## config.mk

```make
export PLATFORM = sky130hd
export DESIGN_NAME = unicode_case_mapper
export DESIGN_NICKNAME = d
export VERILOG_FILES = /design/src/rtl/core/ucm_pkg.sv /design/src/rtl/core/unicode_case_mapper.sv
export SDC_FILE = /design/constraint.sdc
export NUM_CORES = 1
export LEC_CHECK = 0
export ABC_CLOCK_PERIOD_IN_PS = 4100
export BUFFER_PORTS_ARGS = -buffer_cell sky130_fd_sc_hd__buf_2
export CORE_MARGIN = 3
export CORE_UTILIZATION = 26
export CTS_BUF_LIST = sky130_fd_sc_hd__clkbuf_4 sky130_fd_sc_hd__clkbuf_8
export DETAILED_ROUTE_END_ITERATION = 7
export PLACE_DENSITY_LB_ADDON = 0.25
export SLEW_MARGIN = 20
export SYNTH_ARGS = -nofsm -noshare
export SYNTH_HDL_FRONTEND = slang
export SYNTH_SLANG_ARGS = --single-unit
```

## constraint.sdc

```tcl
create_clock -name clock -period 4.1 [get_ports clock]
set_input_delay 0.205 -clock clock [delete_from_list [all_inputs] [get_ports clock]]
set_output_delay 0.205 -clock clock [all_outputs]
set_load 0.02 [all_outputs]
```

## src/rtl/core/ucm_pkg.sv

```systemverilog
// ----------------------------------------------------------------------------
// ucm_pkg
// Shared widths, range constants and the case mapping functions for the
// Unicode case mapper.
// ----------------------------------------------------------------------------
package ucm_pkg;

   localparam int unsigned PointWidth = 21;
   localparam logic [PointWidth-1:0] MaxScalar = 21'h10FFFF;

   typedef logic [PointWidth-1:0] point_type;

   localparam point_type BlockOffset    = 21'h20;
   localparam point_type CyrillicOffset = 21'h50;
   localparam point_type CapYDiaeresis  = 21'h178;
   localparam point_type SmallYDiaeresis = 21'hFF;
   localparam point_type CapSharpS      = 21'h1E9E;
   localparam point_type SmallSharpS    = 21'hDF;
   localparam point_type FinalSigma     = 21'h3C2;
   localparam point_type CapSigma       = 21'h3A3;
   localparam point_type OneStep        = 21'h1;

   function automatic logic in_span(point_type v, point_type lo, point_type hi);
      in_span = (v >= lo) && (v <= hi);
   endfunction

   function automatic point_type map_lower(point_type v);
      point_type r;
      r = v;
      if (in_span(v, 21'h41, 21'h5A) || in_span(v, 21'hC0, 21'hD6) ||
          in_span(v, 21'hD8, 21'hDE) || in_span(v, 21'h391, 21'h3A1) ||
          in_span(v, 21'h3A3, 21'h3A9) || in_span(v, 21'h410, 21'h42F)) begin
         r = v + BlockOffset;
      end else if (in_span(v, 21'h400, 21'h40F)) begin
         r = v + CyrillicOffset;
      end else if (v == CapYDiaeresis) begin
         r = SmallYDiaeresis;
      end else if (v == CapSharpS) begin
         r = SmallSharpS;
      end else if (in_span(v, 21'h100, 21'h136) || in_span(v, 21'h14A, 21'h176) ||
                   in_span(v, 21'h460, 21'h480) || in_span(v, 21'h490, 21'h4BE) ||
                   in_span(v, 21'h4D0, 21'h52E)) begin
         r = v[0] ? v : v + OneStep;
      end else if (in_span(v, 21'h139, 21'h147) || in_span(v, 21'h179, 21'h17D) ||
                   in_span(v, 21'h4C1, 21'h4CB)) begin
         r = v[0] ? v + OneStep : v;
      end
      return r;
   endfunction

   function automatic point_type map_upper(point_type v);
      point_type r;
      r = v;
      if (in_span(v, 21'h61, 21'h7A) || in_span(v, 21'hE0, 21'hF6) ||
          in_span(v, 21'hF8, 21'hFE) || in_span(v, 21'h3B1, 21'h3C1) ||
          in_span(v, 21'h3C3, 21'h3C9) || in_span(v, 21'h430, 21'h44F)) begin
         r = v - BlockOffset;
      end else if (in_span(v, 21'h450, 21'h45F)) begin
         r = v - CyrillicOffset;
      end else if (v == SmallYDiaeresis) begin
         r = CapYDiaeresis;
      end else if (v == SmallSharpS) begin
         r = CapSharpS;
      end else if (v == FinalSigma) begin
         r = CapSigma;
      end else if (in_span(v, 21'h101, 21'h137) || in_span(v, 21'h14B, 21'h177) ||
                   in_span(v, 21'h461, 21'h481) || in_span(v, 21'h491, 21'h4BF) ||
                   in_span(v, 21'h4D1, 21'h52F)) begin
         r = v[0] ? v - OneStep : v;
      end else if (in_span(v, 21'h13A, 21'h148) || in_span(v, 21'h17A, 21'h17E) ||
                   in_span(v, 21'h4C2, 21'h4CC)) begin
         r = v[0] ? v : v - OneStep;
      end
      return r;
   endfunction

endpackage

```

## src/rtl/core/unicode_case_mapper.sv

```systemverilog
// ----------------------------------------------------------------------------
// unicode_case_mapper
// Simple case mapping of one code point to its lowercase and uppercase forms.
// ----------------------------------------------------------------------------
//  channel   | direction | handshake            | payload
//  req_      | in        | req_valid/req_ready  | req_code_point
//  rsp_      | out       | rsp_valid/rsp_ready  | rsp_lower_point, rsp_upper_point
//
//  Path: input register, then mapping logic into the result
//  register. One word per cycle sustained while rsp_ready is high.
//  Synchronous reset empties both stages; payload registers are not reset.
//  A stalled result holds its stage; the input stage still fills behind it.
// ----------------------------------------------------------------------------
module unicode_case_mapper
   import ucm_pkg::*;
(
   input  logic                  clock,
   input  logic                  reset,
   input  logic                  req_valid,
   output logic                  req_ready,
   input  logic [PointWidth-1:0] req_code_point,
   output logic                  rsp_valid,
   input  logic                  rsp_ready,
   output logic [PointWidth-1:0] rsp_lower_point,
   output logic [PointWidth-1:0] rsp_upper_point
);

   logic      in_valid_ff;
   logic      in_valid_in;
   point_type in_point_ff;
   logic      out_valid_ff;
   logic      out_valid_in;
   point_type lower_ff;
   point_type upper_ff;
   logic      out_take;
   logic      in_take;

   assign out_take  = !out_valid_ff || rsp_ready;
   assign req_ready = !in_valid_ff || out_take;
   assign in_take   = req_valid && req_ready;

   always_comb begin
      in_valid_in = in_valid_ff;
      if (req_ready) begin
         in_valid_in = req_valid;
      end
      out_valid_in = out_valid_ff;
      if (out_take) begin
         out_valid_in = in_valid_ff;
      end
   end

   always_ff @(posedge clock) begin
      if (reset) begin
         in_valid_ff  <= 1'b0;
         out_valid_ff <= 1'b0;
      end else begin
         in_valid_ff  <= in_valid_in;
         out_valid_ff <= out_valid_in;
      end
   end

   always_ff @(posedge clock) begin
      if (in_take) begin
         in_point_ff <= req_code_point;
      end
      if (out_take && in_valid_ff) begin
         lower_ff <= map_lower(in_point_ff);
         upper_ff <= map_upper(in_point_ff);
      end
   end

   assign rsp_valid       = out_valid_ff;
   assign rsp_lower_point = lower_ff;
   assign rsp_upper_point = upper_ff;

endmodule

```

-- Word level (Yosys, flattened, before mapping)
Index checks and enable logic that the tools add are counted.
- flip-flop bits (word level): 65
- input port bits: 25
- output and inout port bits: 44
- add/sub/neg operators: 6
- $lt $le $gt $ge: 60
- eq/ne operators: 5
- mux-type cells: 17
- reduce and logical (&&, ||, !) cells: 58
- operators with widths (cell ; number):
    $mux W21 ; 17
    $ge A21 B11 Y1 const B ; 12
    $le A21 B11 Y1 const B ; 12
    $ge A21 B9 Y1 const B ; 8
    $le A21 B9 Y1 const B ; 8
    $ge A21 B10 Y1 const B ; 4
    $ge A21 B8 Y1 const B ; 4
    $le A21 B10 Y1 const B ; 4
    $le A21 B8 Y1 const B ; 4
    $eq A21 B8 Y1 const B ; 2
    $ge A21 B7 Y1 const B ; 2
    $le A21 B7 Y1 const B ; 2
    $logic_and A1 B1 Y1 ; 32
    $logic_or A1 B1 Y1 ; 24
    $add A21 B1 Y21 const B ; 1
    $add A21 B6 Y21 const B ; 1
    $add A21 B7 Y21 const B ; 1
    $eq A21 B10 Y1 const B ; 1
    $eq A21 B13 Y1 const B ; 1
    $eq A21 B9 Y1 const B ; 1
    $sub A21 B1 Y21 const B ; 1
    $sub A21 B6 Y21 const B ; 1
    $sub A21 B7 Y21 const B ; 1
    $logic_not A1 Y1 ; 2

-- Depth between registers and ports, before layout
- word-level depth: 12
- mapped depth: 15
- gate-level depth less buffers: 12

-- Worst setup path before layout
No wires, ideal clock.
- path type: register -> register
- start: register in_point_ff[1]
- end: register lower_ff[4] (netlist: rsp_lower_point[4]) (data pin)
- arrival time: 3.027 ns
- slack: 0.802 ns
- cell stages (with the launch flop): 14
- period minus slack after synthesis: 3.298 ns
- cells stage by stage: edfxtp_1 > clkbuf_1 > clkbuf_1 > inv_1 > ha_1 > nand2_1 > o311ai_1 > o22a_1 > or4_4 > nor3b_1 > or2_1 > a211oi_1 > o21a_1 > a21oi_1
- cells in the longest elaborated chain, start to end: 11
- elaborated cells on any way between the ends: 69
- classes of those cells: 3 x add/sub; 30 x order compare; 2 x eq/ne; 8 x mux; 26 x reduce/logical
- RTL lines (what ; RTL line ; RTL):
    start: declaration ; unicode_case_mapper.sv:30 ; point_type in_point_ff;
    start signal: assignment ; unicode_case_mapper.sv:65 ; in_point_ff <= req_code_point;
    $ge A21 B9 Y1 or $le A21 B9 Y1 (tied branches) ; ucm_pkg.sv:24 ; in_span = (v >= lo) && (v <= hi);
    $logic_and A1 B1 Y1 ; ucm_pkg.sv:24 ;
    $logic_or A1 B1 Y1 (2 in series) ; ucm_pkg.sv:40 ; end else if (in_span(v, 21'h100, 21'h136) || in_span(v, 21'h14A, 21'h176) ||
    $logic_or A1 B1 Y1 (2 in series) ; ucm_pkg.sv:41 ; in_span(v, 21'h460, 21'h480) || in_span(v, 21'h490, 21'h4BE) ||
    $mux W21 ; ucm_pkg.sv:40 ;
    $mux W21 ; ucm_pkg.sv:38 ; end else if (v == CapSharpS) begin
    $mux W21 ; ucm_pkg.sv:36 ; end else if (v == CapYDiaeresis) begin
    $mux W21 ; ucm_pkg.sv:34 ; end else if (in_span(v, 21'h400, 21'h40F)) begin
    $mux W21 (*) ; ucm_pkg.sv:30 ; if (in_span(v, 21'h41, 21'h5A) || in_span(v, 21'hC0, 21'hD6) ||
    end signal: assignment ; unicode_case_mapper.sv:68 ; lower_ff <= map_lower(in_point_ff);
    end: declaration ; unicode_case_mapper.sv:33 ; point_type lower_ff;
Mark *: on every way between the ends. The rest lies on a longest branch, timed or not.
A chain may end at the register's enable or synchronous reset.

-- Worst setup path after layout
- start: register in_point_ff[6]
- end: register lower_ff[7] (netlist: rsp_lower_point[7]) (data pin)
The elaborated chain is that of the path after synthesis.

==> qor.json <==
{
  "run_status": {"value": "finished, final reports clean"},
  "die_width": {"value": 150, "unit": "microns"},
  "setup.worst_path.start": {"value": "in_point_ff[6]"},
  "worst_flop_to_flop_path_startpoint": {"value": "in_point_ff[6]"},
  "cts_tree": {"value": "built"},
  "post-dp-hpwl": {"value": 19.0, "unit": "mm"},
  "drtAntennaViolNets": {"value": 0},
  "maxSlewHeadroom": {"value": 36.9, "unit": "%"},
  "number_of_rows_in_the_core_area": {"value": 52},
  "synth_cell_type_count": {"value": 85},
  "clockRootBuffer": {"value": "sky130_fd_sc_hd__clkbuf_8"},
  "arrival": {"value": 4.05, "unit": "ns"},
  "dr_wl_cell": {"value": 23.3, "unit": "microns"},
  "post-route-drc-count": {"value": 0},
  "power.ir.vdd_worst": {"value": 132, "unit": "uV"},
  "clock_sinks": {"value": 65},
  "crit_path_start_kind": {"value": "register"},
  "antenna_found_initial": {"value": 0},
  "type_of_element_capturing_the_critical_path": {"value": "register"},
  "max_slew.worst_pin.slew": {"value": 0.940, "unit": "ns"},
  "die_y": {"value": 150, "unit": "microns"},
  "power": {"value": 1790, "unit": "uW"},
  "dr.pass1.iters": {"value": 5},
  "fillerInstances": {"value": 2174},
  "finClkSkew": {"value": 0.0277, "unit": "ns"},
  "multi_input_area": {"value": 0.00321, "unit": "sq mm"},
  "post-place-cells": {"value": 1015},
  "final-hold-violation-count": {"value": 0},
  "yosys_register_bits": {"value": 65},
  "grtUsageTotal": {"value": 21.5, "unit": "%"},
  "area.growth.synth_to_final": {"value": 28.4, "unit": "%"},
  "postSynth.asyncResetShare": {"value": 0, "unit": "%"},
  "core": {"value": 0.0204, "unit": "sq mm"},
  "diodes": {"value": 0},
  "setup_viol_count_final": {"value": 0},
  "numCtsBuffers": {"value": 9},
  "wirelength": {"value": 24.4, "unit": "mm"},
  "cts.repair_timing.setup_buffer_count": {"value": 0},
  "gp_congestion": {"value": 0.990},
  "required": {"value": 4.26, "unit": "ns"},
  "synth_top_cell_by_area": {"value": "sky130_fd_sc_hd__edfxtp_1"},
  "setup_total_neg_slack": {"value": 0, "unit": "ns"},
  "synth-edff-count": {"value": 63},
  "cts.reportedPaths.clkPinSlew": {"value": 0.11, "unit": "ns"},
  "synthesis.area": {"value": 0.00541, "unit": "sq mm"},
  "achievable-frequency": {"value": 257, "unit": "MHz"},
  "ys_warn_count": {"value": 0},
  "criticalPathCategory": {"value": "register to register"},
  "routed_via_density": {"value": 5.69},
  "syn-instance-count": {"value": 638},
  "grt_start_max_net_pins": {"value": 33},
  "grt_setup_unrepaired": {"value": "false"},
  "synth.top_cell.area_share": {"value": 35.0, "unit": "%"},
  "min-delay-start": {"value": "req_code_point[11]"},
  "initial_utilization": {"value": 26.6, "unit": "%"},
  "post_syn_nets": {"value": 678},
  "grt_pass1_vias": {"value": 5601},
  "layout.cells.most_common": {"value": "sky130_fd_sc_hd__buf_4"},
  "port-buffer-count": {"value": 68},
  "holdCritPathClass": {"value": "primary input to register"},
  "worstPathMaxFanout": {"value": 6},
  "synthTopCellsByArea": {"value": "sky130_fd_sc_hd__edfxtp_1 (35%), sky130_fd_sc_hd__nor2_1 (4.2%), sky130_fd_sc_hd__nand2_1 (4.0%)"},
  "grt_overflow": {"value": 0},
  "timing.final.max_slew_violations": {"value": 0},
  "dp_slack": {"value": 0.414, "unit": "ns"},
  "cts_max_level": {"value": 3},
  "synthesis.area_per_instance": {"value": 8.48, "unit": "sq um"},
  "fin_ws": {"value": 0.211, "unit": "ns"},
  "clock_latency": {"value": 0.40, "unit": "ns"},
  "period_share": {"value": 94.9, "unit": "%"},
  "first_pass_grt_wire_length": {"value": 35.9, "unit": "mm"},
  "vias": {"value": 5973},
  "io_pins": {"value": 69},
  "drv.max_cap_violation_count": {"value": 0},
  "ys_dominant_reg_cell": {"value": "sky130_fd_sc_hd__edfxtp_1"},
  "most-common-layout-cells": {"value": "sky130_fd_sc_hd__buf_4 (90), sky130_fd_sc_hd__buf_2 (68), sky130_fd_sc_hd__edfxtp_1 (63)"},
  "design.final.nets": {"value": 814},
  "design.die.area": {"value": 0.0226, "unit": "sq mm"},
  "final_layout_size_suffix_gt1_share": {"value": 25.7, "unit": "%"},
  "layout.area.seq": {"value": 0.00193, "unit": "sq mm"},
  "stdcell_count": {"value": 1049},
  "synth.yosys.seq_area_share": {"value": 35.7, "unit": "%"},
  "power.density_cell_area": {"value": 258, "unit": "mW/mm^2"},
  "cts_max_path_buffers": {"value": 2},
  "final.min_clock_period": {"value": 3.89, "unit": "ns"},
  "first_iter_violations": {"value": 703},
  "power_leakage": {"value": 0.00253, "unit": "uW"}
}
[kinds of logic (layout without fill, tap and decap cells)]
logic type,count (synthesis),after routing,share of synthesized area [%]
xor+xnor,12,12,1.94
simple gates,324,324,32.9
fa+ha+maj,15,15,3.47
flops,65,65,35.7
buf+inv,63,204,5.13
mux,3,3,0.555
compound gates,156,156,20.3
[state kept, by name, summed over array words and instances, names as in the netlist]
register / count
rsp_lower_point: 21
rsp_upper_point: 21
in_point_ff: 21
in_valid_ff: 1
rsp_valid: 1
[final cells by class]
cell class / instances / share of cell area (%)
clock buffers: 10 / 1.98
inverters: 12 / 0.648
multi-input cells: 510 / 46.2
clock inverters: 6 / 1.28
repair buffers: 176 / 17.2
well taps: 270 / 4.86
flip-flops and latches: 65 / 27.8
[critical path, cell delays in order, from the launching register on]
cell	delay, ns
sky130_fd_sc_hd__edfxtp_1	0.52
sky130_fd_sc_hd__inv_1	0.17
sky130_fd_sc_hd__ha_1	0.47
sky130_fd_sc_hd__nand2b_1	0.24
sky130_fd_sc_hd__or3_1	0.45
sky130_fd_sc_hd__a21oi_1	0.28
sky130_fd_sc_hd__nand3_1	0.11
sky130_fd_sc_hd__a222oi_1	0.43
sky130_fd_sc_hd__and3_1	0.31
sky130_fd_sc_hd__o21ai_0	0.14
sky130_fd_sc_hd__o311ai_1	0.11
sky130_fd_sc_hd__mux2i_1	0.12
sky130_fd_sc_hd__a31oi_1	0.29
[through the flow]
| stage | instance area, sq um | hold slack (ns) | utilization [%] |
|---|---|---|---|
| floorplan | 5410 | 0.277 | - |
| global placement | 6540 | 0.383 | 32.1 |
| detailed placement | 6540 | 0.384 | 32.1 |
| CTS | 6910 | 0.000889 | 33.9 |
| global route | 6950 | 0.0000727 | 34.1 |
| finish | 6950 | 0.0136 | 34.1 |
[what timing repair did]
| item | CTS | global route |
|---|---|---|
| endpoints found under the hold margin | 15 | 4 |
| gates resized for setup | 0 | 0 |
| hold buffers | 14 | 4 |
[cell usage after synthesis (9+ instances only)]
| cell | n |
|---|---|
| sky130_fd_sc_hd__a21oi_1 | 30 |
| sky130_fd_sc_hd__and3_1 | 14 |
| sky130_fd_sc_hd__buf_2 | 15 |
| sky130_fd_sc_hd__clkbuf_1 | 28 |
| sky130_fd_sc_hd__edfxtp_1 | 63 |
| sky130_fd_sc_hd__ha_1 | 15 |
| sky130_fd_sc_hd__inv_1 | 11 |
| sky130_fd_sc_hd__nand2_1 | 57 |
| sky130_fd_sc_hd__nand2b_1 | 9 |
| sky130_fd_sc_hd__nand3_1 | 34 |
| sky130_fd_sc_hd__nand3b_1 | 9 |
| sky130_fd_sc_hd__nand4_1 | 11 |
| sky130_fd_sc_hd__nor2_1 | 60 |
| sky130_fd_sc_hd__nor2b_1 | 10 |
| sky130_fd_sc_hd__nor3_1 | 36 |
| sky130_fd_sc_hd__nor4_1 | 10 |
| sky130_fd_sc_hd__o21a_1 | 11 |
| sky130_fd_sc_hd__o21ai_0 | 18 |
| sky130_fd_sc_hd__or2_2 | 9 |
| sky130_fd_sc_hd__or3_1 | 13 |
| sky130_fd_sc_hd__or4_1 | 9 |
[final timing paths]
kind	end	slack, ns	cells past startpoint
max	rsp_lower_point[7]	0.21	12
min	in_point_ff[11]	0.01	1
max reg2reg	rsp_lower_point[7]	0.21	12
min reg2reg	rsp_valid	0.53	2
[metal layers]
metal	wire [microns]	share of wire (%)	GRT usage, %	up-vias
met5	0	0	0	-
met4	812	3.3	7.50	0
met3	2150	8.8	3.94	56
met2	10700	44	32.9	333
met1	10800	44	30.4	2882
li1	-	-	-	2702
[power breakdown]
group | internal (uW) | switching (uW) | total [uW]
registers | 768 | 26.2 | 794
clock network | 360 | 310 | 670
logic | 117 | 211 | 328
total | 1240 | 546 | 1790
No activity file was read; power rests on OpenSTA's default activity.
